`config.mk`:
```
export PLATFORM = sky130hd
export DESIGN_NAME = shared_pool_multi_queue_unit_flat
export DESIGN_NICKNAME = d
export VERILOG_FILES = /design/src/rtl/core/spmq_pkg.sv /design/src/rtl/core/spmq_if.sv /design/src/rtl/core/spmq_front.sv /design/src/rtl/core/spmq_back.sv /design/src/rtl/core/shared_pool_multi_queue_unit.sv /design/src/flat_wrapper.sv
export SDC_FILE = /design/constraint.sdc
export NUM_CORES = 2
export LEC_CHECK = 0
export BUFFER_PORTS_ARGS = -buffer_cell sky130_fd_sc_hd__buf_2
export CAP_MARGIN = 25
export CORE_MARGIN = 2
export CORE_UTILIZATION = 42
export DETAILED_ROUTE_END_ITERATION = 10
export SLEW_MARGIN = 30
export SYNTH_ARGS = -nofsm -noshare
export SYNTH_HDL_FRONTEND = slang
export SYNTH_SLANG_ARGS = --single-unit
```
`constraint.sdc`:
```
create_clock -name clk_i -period 7.1 [get_ports clk_i]
set_input_delay 0.355 -clock clk_i [delete_from_list [all_inputs] [get_ports clk_i]]
set_output_delay 0.355 -clock clk_i [all_outputs]
set_load 0.005 [all_outputs]
```
`src/rtl/core/spmq_pkg.sv`:
```
// ----------------------------------------------------------------------------
// Shared pool multi queue package
// Widths, defaults, state codes and the command type shared by the unit.
// ----------------------------------------------------------------------------
package spmq_pkg;

  localparam int unsigned QID_W           = 3;
  localparam int unsigned WORD_W          = 32;
  localparam int unsigned POOL_NODES_DEF  = 64;
  localparam int unsigned QUEUE_COUNT_DEF = 8;
  localparam int unsigned CMD_FIFO_DEPTH  = 2;
  // Command queue, the command in the back end and the response register.
  localparam int unsigned MAX_OUTSTANDING = CMD_FIFO_DEPTH + 2;

  typedef enum logic {
    OP_PUT = 1'b0,
    OP_GET = 1'b1
  } op_kind_e;

  typedef enum logic [2:0] {
    BK_IDLE,
    BK_PUT,
    BK_GET_LINK,
    BK_GET_DONE,
    BK_FAIL
  } bk_state_e;

  typedef struct packed {
    op_kind_e              kind;
    logic                  in_range;
    logic [QID_W-1:0]      queue_id;
    logic [WORD_W-1:0]     data_word;
  } spmq_cmd_t;

endpackage

```
`src/rtl/core/spmq_if.sv`:
```
// ----------------------------------------------------------------------------
// Shared pool multi queue channels
// Valid/ready request and response channels of the shared pool unit.
// ----------------------------------------------------------------------------
interface spmq_req_if import spmq_pkg::*; ();
  logic              valid;
  logic              ready;
  logic              kind;
  logic [QID_W-1:0]  queue_id;
  logic [WORD_W-1:0] data_word;

  modport source (output valid, output kind, output queue_id, output data_word, input ready);
  modport sink (input valid, input kind, input queue_id, input data_word, output ready);
endinterface

interface spmq_rsp_if import spmq_pkg::*; ();
  logic              valid;
  logic              ready;
  logic              ok;
  logic [WORD_W-1:0] read_word;

  modport source (output valid, output ok, output read_word, input ready);
  modport sink (input valid, input ok, input read_word, output ready);
endinterface

```
`src/rtl/core/spmq_front.sv`:
```
// ----------------------------------------------------------------------------
// Shared pool multi queue front end
// Accepts request beats, checks the queue index and buffers the commands.
// ----------------------------------------------------------------------------
module spmq_front import spmq_pkg::*; #(
  parameter int unsigned QUEUE_COUNT = QUEUE_COUNT_DEF
) (
  input  logic       clk_i,
  input  logic       rst_ni,
  spmq_req_if.sink   req_i,
  output logic       cmd_valid_o,
  output spmq_cmd_t  cmd_o,
  input  logic       cmd_pop_i
);

  localparam int unsigned PtrW = (CMD_FIFO_DEPTH > 1) ? $clog2(CMD_FIFO_DEPTH) : 1;
  localparam int unsigned CntW = $clog2(CMD_FIFO_DEPTH + 1);
  localparam int unsigned CmpW = ($clog2(QUEUE_COUNT + 1) > QID_W) ?
                                 $clog2(QUEUE_COUNT + 1) : QID_W;

  spmq_cmd_t         fifo_q [CMD_FIFO_DEPTH];
  logic [PtrW-1:0]   wr_ptr_q, wr_ptr_d;
  logic [PtrW-1:0]   rd_ptr_q, rd_ptr_d;
  logic [CntW-1:0]   count_q, count_d;
  logic              push;
  logic              pop;
  spmq_cmd_t         in_cmd;

  assign req_i.ready = (count_q != CntW'(CMD_FIFO_DEPTH));
  assign push        = req_i.valid && req_i.ready;
  assign cmd_valid_o = (count_q != '0);
  assign pop         = cmd_pop_i && cmd_valid_o;
  assign cmd_o       = fifo_q[rd_ptr_q];

  always_comb begin
    in_cmd.kind      = op_kind_e'(req_i.kind);
    in_cmd.in_range  = (CmpW'(req_i.queue_id) < CmpW'(QUEUE_COUNT));
    in_cmd.queue_id  = req_i.queue_id;
    in_cmd.data_word = req_i.data_word;
  end

  always_comb begin
    wr_ptr_d = wr_ptr_q;
    rd_ptr_d = rd_ptr_q;
    count_d  = count_q;
    if (push) begin
      wr_ptr_d = (wr_ptr_q == PtrW'(CMD_FIFO_DEPTH - 1)) ? '0 : wr_ptr_q + PtrW'(1);
    end
    if (pop) begin
      rd_ptr_d = (rd_ptr_q == PtrW'(CMD_FIFO_DEPTH - 1)) ? '0 : rd_ptr_q + PtrW'(1);
    end
    if (push && !pop) begin
      count_d = count_q + CntW'(1);
    end else if (pop && !push) begin
      count_d = count_q - CntW'(1);
    end
  end

  always_ff @(posedge clk_i or negedge rst_ni) begin
    if (!rst_ni) begin
      wr_ptr_q <= '0;
      rd_ptr_q <= '0;
      count_q  <= '0;
    end else begin
      wr_ptr_q <= wr_ptr_d;
      rd_ptr_q <= rd_ptr_d;
      count_q  <= count_d;
    end
  end

  always_ff @(posedge clk_i) begin
    if (push) begin
      fifo_q[wr_ptr_q] <= in_cmd;
    end
  end

endmodule

```
`src/rtl/core/spmq_back.sv`:
```
// ----------------------------------------------------------------------------
// Shared pool multi queue back end
// Sequencer over the link, word, head and tail memories with a response
// register on the output channel.
// ----------------------------------------------------------------------------
module spmq_back import spmq_pkg::*; #(
  parameter int unsigned POOL_NODES  = POOL_NODES_DEF,
  parameter int unsigned QUEUE_COUNT = QUEUE_COUNT_DEF
) (
  input  logic       clk_i,
  input  logic       rst_ni,
  input  logic       cmd_valid_i,
  input  spmq_cmd_t  cmd_i,
  output logic       cmd_pop_o,
  spmq_rsp_if.source rsp_o
);

  localparam int unsigned NodeW = $clog2(POOL_NODES);
  localparam int unsigned CntW  = $clog2(POOL_NODES + 1);
  localparam int unsigned QIdxW = (QUEUE_COUNT > 1) ? $clog2(QUEUE_COUNT) : 1;

  bk_state_e          state_q, state_d;
  spmq_cmd_t          cmd_q;
  logic [NodeW-1:0]   free_head_q, free_head_d;
  logic [CntW-1:0]    free_cnt_q, free_cnt_d;
  logic [CntW-1:0]    fresh_cnt_q, fresh_cnt_d;
  logic [QUEUE_COUNT-1:0] qvalid_q, qvalid_d;
  logic               out_valid_q, out_valid_d;
  logic               out_ok_q, out_ok_d;
  logic [WORD_W-1:0]  out_word_q, out_word_d;

  logic [NodeW-1:0]   link_mem [POOL_NODES];
  logic [WORD_W-1:0]  word_mem [POOL_NODES];
  logic [NodeW-1:0]   qhead_mem [QUEUE_COUNT];
  logic [NodeW-1:0]   qtail_mem [QUEUE_COUNT];
  logic [NodeW-1:0]   link_rd_q;
  logic [WORD_W-1:0]  word_rd_q;
  logic [NodeW-1:0]   qhead_rd_q;
  logic [NodeW-1:0]   qtail_rd_q;

  logic               pop;
  logic               out_free;
  logic               emit;
  logic               pool_avail;
  logic               in_fail;
  logic [QIdxW-1:0]   in_qidx;
  logic [QIdxW-1:0]   cur_qidx;
  logic [NodeW-1:0]   alloc_node;

  logic               link_re, link_we;
  logic [NodeW-1:0]   link_raddr, link_waddr, link_wdata;
  logic               word_re, word_we;
  logic [NodeW-1:0]   word_raddr, word_waddr;
  logic               q_re;
  logic               qhead_we, qtail_we;
  logic [NodeW-1:0]   qhead_wdata;

  assign in_qidx    = QIdxW'(cmd_i.queue_id);
  assign cur_qidx   = QIdxW'(cmd_q.queue_id);
  assign pool_avail = (free_cnt_q != '0) || (fresh_cnt_q != CntW'(POOL_NODES));
  assign alloc_node = (free_cnt_q != '0) ? free_head_q : NodeW'(fresh_cnt_q);
  assign out_free   = !out_valid_q || rsp_o.ready;
  assign pop        = (state_q == BK_IDLE) && cmd_valid_i;
  assign cmd_pop_o  = pop;

  always_comb begin
    in_fail = 1'b1;
    if (cmd_i.in_range) begin
      if (cmd_i.kind == OP_PUT) begin
        in_fail = !pool_avail;
      end else begin
        in_fail = !qvalid_q[in_qidx];
      end
    end
  end

  always_comb begin
    state_d = state_q;
    case (state_q)
      BK_IDLE: begin
        if (cmd_valid_i) begin
          if (in_fail) begin
            state_d = BK_FAIL;
          end else if (cmd_i.kind == OP_PUT) begin
            state_d = BK_PUT;
          end else begin
            state_d = BK_GET_LINK;
          end
        end
      end
      BK_GET_LINK: state_d = BK_GET_DONE;
      BK_PUT, BK_GET_DONE, BK_FAIL: begin
        if (out_free) begin
          state_d = BK_IDLE;
        end
      end
      default: state_d = BK_IDLE;
    endcase
  end

  always_comb begin
    link_re     = 1'b0;
    link_raddr  = free_head_q;
    link_we     = 1'b0;
    link_waddr  = qtail_rd_q;
    link_wdata  = alloc_node;
    word_re     = 1'b0;
    word_raddr  = qhead_rd_q;
    word_we     = 1'b0;
    word_waddr  = alloc_node;
    q_re        = 1'b0;
    qhead_we    = 1'b0;
    qhead_wdata = alloc_node;
    qtail_we    = 1'b0;
    emit        = 1'b0;
    out_ok_d    = out_ok_q;
    out_word_d  = out_word_q;
    free_head_d = free_head_q;
    free_cnt_d  = free_cnt_q;
    fresh_cnt_d = fresh_cnt_q;
    qvalid_d    = qvalid_q;
    case (state_q)
      BK_IDLE: begin
        if (cmd_valid_i) begin
          q_re    = 1'b1;
          link_re = 1'b1;
        end
      end
      BK_PUT: begin
        if (out_free) begin
          emit       = 1'b1;
          out_ok_d   = 1'b1;
          out_word_d = '0;
          word_we    = 1'b1;
          qtail_we   = 1'b1;
          qvalid_d[cur_qidx] = 1'b1;
          if (qvalid_q[cur_qidx]) begin
            link_we  = 1'b1;
          end else begin
            qhead_we = 1'b1;
          end
          if (free_cnt_q != '0) begin
            free_head_d = link_rd_q;
            free_cnt_d  = free_cnt_q - CntW'(1);
          end else begin
            fresh_cnt_d = fresh_cnt_q + CntW'(1);
          end
        end
      end
      BK_GET_LINK: begin
        link_re    = 1'b1;
        link_raddr = qhead_rd_q;
        word_re    = 1'b1;
      end
      BK_GET_DONE: begin
        if (out_free) begin
          emit        = 1'b1;
          out_ok_d    = 1'b1;
          out_word_d  = word_rd_q;
          link_we     = 1'b1;
          link_waddr  = qhead_rd_q;
          link_wdata  = free_head_q;
          free_head_d = qhead_rd_q;
          free_cnt_d  = free_cnt_q + CntW'(1);
          if (qhead_rd_q == qtail_rd_q) begin
            qvalid_d[cur_qidx] = 1'b0;
          end else begin
            qhead_we    = 1'b1;
            qhead_wdata = link_rd_q;
          end
        end
      end
      BK_FAIL: begin
        if (out_free) begin
          emit       = 1'b1;
          out_ok_d   = 1'b0;
          out_word_d = '0;
        end
      end
      default: begin
        emit = 1'b0;
      end
    endcase
  end

  always_comb begin
    out_valid_d = out_valid_q;
    if (emit) begin
      out_valid_d = 1'b1;
    end else if (rsp_o.ready) begin
      out_valid_d = 1'b0;
    end
  end

  always_ff @(posedge clk_i or negedge rst_ni) begin
    if (!rst_ni) begin
      state_q     <= BK_IDLE;
      free_head_q <= '0;
      free_cnt_q  <= '0;
      fresh_cnt_q <= '0;
      qvalid_q    <= '0;
      out_valid_q <= 1'b0;
    end else begin
      state_q     <= state_d;
      free_head_q <= free_head_d;
      free_cnt_q  <= free_cnt_d;
      fresh_cnt_q <= fresh_cnt_d;
      qvalid_q    <= qvalid_d;
      out_valid_q <= out_valid_d;
    end
  end

  always_ff @(posedge clk_i) begin
    if (pop) begin
      cmd_q <= cmd_i;
    end
    out_ok_q   <= out_ok_d;
    out_word_q <= out_word_d;
  end

  always_ff @(posedge clk_i) begin
    if (link_we) begin
      link_mem[link_waddr] <= link_wdata;
    end
    if (link_re) begin
      link_rd_q <= link_mem[link_raddr];
    end
  end

  always_ff @(posedge clk_i) begin
    if (word_we) begin
      word_mem[word_waddr] <= cmd_q.data_word;
    end
    if (word_re) begin
      word_rd_q <= word_mem[word_raddr];
    end
  end

  always_ff @(posedge clk_i) begin
    if (qhead_we) begin
      qhead_mem[cur_qidx] <= qhead_wdata;
    end
    if (q_re) begin
      qhead_rd_q <= qhead_mem[in_qidx];
    end
  end

  always_ff @(posedge clk_i) begin
    if (qtail_we) begin
      qtail_mem[cur_qidx] <= alloc_node;
    end
    if (q_re) begin
      qtail_rd_q <= qtail_mem[in_qidx];
    end
  end

  assign rsp_o.valid     = out_valid_q;
  assign rsp_o.ok        = out_ok_q;
  assign rsp_o.read_word = out_word_q;

endmodule

```
`src/rtl/core/shared_pool_multi_queue_unit.sv`:
```
// ----------------------------------------------------------------------------
// Shared pool multi queue unit
// A put passes through the back-end states idle and put, a get through idle,
// get-link and get-done, set by the registered reads of the link and word
// memories; a failed request passes through idle and fail. The last state
// waits while the response register is held. Up to two requests queue ahead
// of the back end.
// Reset is immediate: freed nodes are reused first, others come from a
// fresh-node counter, so the memories need no clearing pass.
// ----------------------------------------------------------------------------
module shared_pool_multi_queue_unit import spmq_pkg::*; #(
  parameter int unsigned POOL_NODES  = POOL_NODES_DEF,
  parameter int unsigned QUEUE_COUNT = QUEUE_COUNT_DEF
) (
  input  logic       clk_i,
  input  logic       rst_ni,
  spmq_req_if.sink   req_i,
  spmq_rsp_if.source rsp_o
);

  logic      cmd_valid;
  logic      cmd_pop;
  spmq_cmd_t cmd;

  spmq_front #(
    .QUEUE_COUNT (QUEUE_COUNT)
  ) u_front (
    .clk_i       (clk_i),
    .rst_ni      (rst_ni),
    .req_i       (req_i),
    .cmd_valid_o (cmd_valid),
    .cmd_o       (cmd),
    .cmd_pop_i   (cmd_pop)
  );

  spmq_back #(
    .POOL_NODES  (POOL_NODES),
    .QUEUE_COUNT (QUEUE_COUNT)
  ) u_back (
    .clk_i       (clk_i),
    .rst_ni      (rst_ni),
    .cmd_valid_i (cmd_valid),
    .cmd_i       (cmd),
    .cmd_pop_o   (cmd_pop),
    .rsp_o       (rsp_o)
  );

endmodule

```
`src/flat_wrapper.sv`:
```
// flat-port wrapper written by rule: the top's interface ports become plain ports
module shared_pool_multi_queue_unit_flat import spmq_pkg::*;
#(
  parameter int unsigned POOL_NODES  = POOL_NODES_DEF,
  parameter int unsigned QUEUE_COUNT = QUEUE_COUNT_DEF
)
  (clk_i, rst_ni, req_i_valid, req_i_kind, req_i_queue_id, req_i_data_word, req_i_ready, rsp_o_valid, rsp_o_ok, rsp_o_read_word, rsp_o_ready);
  spmq_req_if req_i_i ();
  spmq_rsp_if rsp_o_i ();
  input  logic clk_i;
  input  logic rst_ni;
  input wire logic [$bits(req_i_i.valid)-1:0] req_i_valid;
  input wire logic [$bits(req_i_i.kind)-1:0] req_i_kind;
  input wire logic [$bits(req_i_i.queue_id)-1:0] req_i_queue_id;
  input wire logic [$bits(req_i_i.data_word)-1:0] req_i_data_word;
  output wire logic [$bits(req_i_i.ready)-1:0] req_i_ready;
  output wire logic [$bits(rsp_o_i.valid)-1:0] rsp_o_valid;
  output wire logic [$bits(rsp_o_i.ok)-1:0] rsp_o_ok;
  output wire logic [$bits(rsp_o_i.read_word)-1:0] rsp_o_read_word;
  input wire logic [$bits(rsp_o_i.ready)-1:0] rsp_o_ready;
  assign req_i_i.valid = req_i_valid;
  assign req_i_i.kind = req_i_kind;
  assign req_i_i.queue_id = req_i_queue_id;
  assign req_i_i.data_word = req_i_data_word;
  assign req_i_ready = req_i_i.ready;
  assign rsp_o_valid = rsp_o_i.valid;
  assign rsp_o_ok = rsp_o_i.ok;
  assign rsp_o_read_word = rsp_o_i.read_word;
  assign rsp_o_i.ready = rsp_o_ready;
  shared_pool_multi_queue_unit #(.POOL_NODES(POOL_NODES), .QUEUE_COUNT(QUEUE_COUNT)) u_core (.clk_i(clk_i), .rst_ni(rst_ni), .req_i(req_i_i), .rsp_o(rsp_o_i));
endmodule
```
==> results.md <==
- 507 um — x dimension of the die
- 0.218 GHz — fmax
- register — type of element capturing the critical path
- 5,020 — nets in the synthesized netlist
- 106,000 um^2 — netlist area before placement
- 21.5% — total track usage
- 0 — final antenna-violating net count
- 0.87 ns — Critical Path Max Stage Delay
- 76.9% — share of Yosys cell area claimed by the top area cell type
- 4.59 ns — minimum period implied by the final worst setup slack
- 302 — number of buffers inserted during clock tree synthesis
- 64.7% — share of the clock period used by the worst path
- 0 — Pins Over Slew Limit
- 1 — Crit path buffers/inverters
- 8,328 — Placed Cells incl. Taps
- 29.3% — worst max-slew margin expressed relative to the limit
- 20 — Crit Path Max Fanout
- input pin to register — Hold/Removal Path Class
- edfxtp_1 — most used standard cell by instance count after synthesis
- 51.4k — via count of the routed design
- 2.56 ns — worst slack at placement
- 6 — Critical Path Stages
- 5 — iteration count of the initial detailed-routing pass
- 5.13 ns — arrival time at the worst endpoint
- 4 — Clock Tree Buf Depth
- 0.95 ns — clock insertion delay at the later pin of the skew report
- 392,000 um — global-route wire length before repair
- finished, final reports clean — outcome
- 74 — input/output buffers
- 2,754 — #FFs+latches synth
- 26.8% — fraction of layout instances using a drive strength above 1
- 1.03 ns — measured slew at the worst slew-check pin
- 5.78 — DR vias/cell
- 6,078 — Detailed Route Iter0 Violations
- 2,718 — Post-synth EDFFs
- 0 — Hold Violations, Final
- 507 um — Die Y
- no — unrepaired setup endpoints after global routing
- edfxtp_1 — library cell with the largest summed area after synthesis
- 0.0387 uW — leakage power total
- 251,000 um^2 — core box area
- 8,878 — Cell Count, Final, Fillers Out
- 122,000 um^2 — post-layout instance area
- 5,372 — Post-layout nets
- yes — CTS tree
- 0.07 ns — Worst-path clk slew
- 168,000 um — DP Wirelength
- 5 — # H-tree levels
- 6 — number of cells on the worst reg-to-reg path
- 104 — maximum number of pins on one net before global-route repair
- clkbuf_16 — Clock Root Buffer
- 2,754 — clock net sink count
- 0 — max-cap violation count
- 77.8% — fraction of the yosys area taken by sequential cells
- nor2_4 — Worst path slowest cell
- 257,000 um^2 — area of the die
- edfxtp_1, mux4_2, mux2i_1 — dominant cells by area after synthesis
- 278,000 um — DRT Wirelength
- 21.3 um^2 — post-synthesis average cell area
- 53,600 uW — total power of the final layout
- 51.1k — via count of the first global-routing pass
- 0 — Yosys Warn Count
- 184 — std cell rows
- 7.64 ns — required time worst endpoint
- 310 uV — IR drop worst, VDD
- 15.2% — area grow syn2layout
- nand3_1 — CP dominant cell by count
- 4,973 — instance count of the mapped netlist
- register to register — type of the setup path with the least slack
- 75 — # IOs
- nor3_1 -> nand3_1 -> mux2i_1 -> nand3_1 -> nor2_4 -> buf_4 — cell breakdown of the critical path
- edfxtp_1, mux4_2, nand2_1, nor2_1, mux2i_1 — synth cell count leaders
- register — startpoint class of the critical path
- edfxtp_1 — Synth Flop Type
- 0 — Remaining DRCs
- 63 — Netlist cell types
- 0 ns — accumulated negative setup slack
- 2 — Worst Hold Depth
- 0.824 — weighted congestion reported at the end of routability-driven placement
- 113,000 um^2 — placed cell area
- 18 — initial antenna violation count
- 0 — Setup violations, final
- simple AND/OR/NAND/NOR gates — Top delay family on crit path
- 438 nW/um^2 — power density normalized to cell area
- 31.3 um — Routed wire per std cell
- 20.3k — Filler cells
- 0 — residual overflow from global routing
- 2.51 ns — final setup margin
- 1.31% — FFs w/ async S/R, synth
- 0.104 ns — Worst Skew
- 42.2% — Initial Utilization
-- worst reg2reg max path: stages, from the launching register on --
cell	delay, ns
dfrtp_1	0.39
nor3_1	0.24
nand3_1	0.59
mux2i_1	0.85
nand3_1	0.84
nor2_4	0.88
buf_4	0.41
-- flip-flops by register name, indices dropped and copies added, names as in the netlist, 6 cells and up, named ones only --
| register | count |
|---|---|
| u_core.u_back.rsp_o.read_word | 32 |
| u_core.u_back.fresh_cnt_q | 7 |
| u_core.u_back.link_mem | 384 |
| u_core.u_back.link_rd_q | 6 |
| u_core.u_back.qtail_mem | 48 |
| u_core.u_back.qhead_mem | 48 |
| u_core.u_back.word_mem | 2048 |
| u_core.u_back.free_cnt_q | 7 |
| u_core.u_back.word_rd_q | 32 |
| u_core.u_back.qhead_rd_q | 6 |
| u_core.u_back.qtail_rd_q | 6 |
| u_core.u_front.fifo_q | 72 |
| u_core.u_back.free_head_q | 6 |
| u_core.u_back.cmd_q | 32 |
-- logic make-up after synthesis --
kind of cell	share of synthesized area, %
flip-flops	77.8
multiplexers	16.1
AND/OR/NAND/NOR	3.48
buffers and inverters	1.15
AO/OA/AOI/OAI	1.26
XOR/XNOR	0.198
adder cells (fa/ha/maj)	0.0825
-- area by class of cell --
class	count	area, um^2	share of cell area, %
antenna	4	10.0	0.00819
multi-input combinational	1947	23000	18.8
timing repair buffer	300	3550	2.90
clock inverter	143	1090	0.893
inverter	20	80.1	0.0655
clock buffer	362	7800	6.38
tap	3348	4190	3.43
sequential	2754	82500	67.5
-- timing repair --
action,CTS,global route
gates resized for setup,0,0
setup buffers,0,0
hold buffers,39,1
endpoints found under the hold margin,114,1
-- power breakdown --
| part | internal (uW) | switching, uW | total (uW) | leakage (uW) |
|---|---|---|---|---|
| logic | 6000 | 11300 | 17300 | 0.00929 |
| clock network | 8300 | 6150 | 14500 | 0.00439 |
| registers | 21400 | 514 | 21900 | 0.0250 |
-- metrics by stage --
step | hold WS, ns | util, %
2_1_floorplan | 0.0594 | -
3_3_place_gp | 0.459 | 44.3
3_5_place_dp | 0.468 | 44.9
4_1_cts | 0.0468 | 48.6
5_1_grt | 0.0882 | 48.6
6_report | 0.117 | 48.6
-- cell usage in the layout, fill, tap and decap left out, types with 14 or more instances in the layout --
cell type and n:
a211oi_1 21, a21oi_1 47, and3_1 14, buf_12 19, buf_16 55, buf_2 73, buf_4 107, bufinv_16 14
clkbuf_1 59, clkbuf_16 303, clkinv_1 57, clkinv_2 55, dfrtp_1 35, dlygate4sd3_1 40, edfxtp_1 2718, inv_1 17
mux2_2 60, mux2i_1 148, mux4_2 654, nand2_1 381, nand3_1 136, nor2_1 118, nor2_4 67, nor2b_1 51
o21ai_0 45, xnor2_1 15
-- metal layers --
| metal | track usage (%) | part of all wire, % | routed length [um] | vias to the layer above |
|---|---|---|---|---|
| li1 | - | - | - | 21200 |
| met1 | 29.1 | 40 | 110000 | 27500 |
| met2 | 35.6 | 50 | 139000 | 2186 |
| met3 | 3.37 | 6.8 | 18900 | 458 |
| met4 | 7.43 | 3.7 | 10200 | 10 |
| met5 | 0 | 0.025 | 69 | - |
-- worst paths after layout --
path / from / to / slack [ns]
setup / recovery: u_core.u_back.free_cnt_q[3]$_DFFE_PN0P_ / u_core.u_back.word_mem[20][14]$_DFFE_PP_ / 2.51
hold reg to reg: u_core.u_back.fresh_cnt_q[6]$_DFFE_PN0P_ / u_core.u_back.fresh_cnt_q[6]$_DFFE_PN0P_ / 0.48
setup reg to reg: u_core.u_back.free_cnt_q[3]$_DFFE_PN0P_ / u_core.u_back.word_mem[20][14]$_DFFE_PP_ / 2.51
hold / removal: req_i_data_word[15] / u_core.u_front.fifo_q[1][15]$_DFFE_PP_ / 0.12
max in group asynchronous: rst_ni / u_core.u_back.state_q[2]$_DFFE_PN0P_ / 6.18
min in group asynchronous: rst_ni / u_core.u_front.rd_ptr_q$_DFFE_PN0P_ / 0.52
No activity file was read; power rests on OpenSTA's default activity.
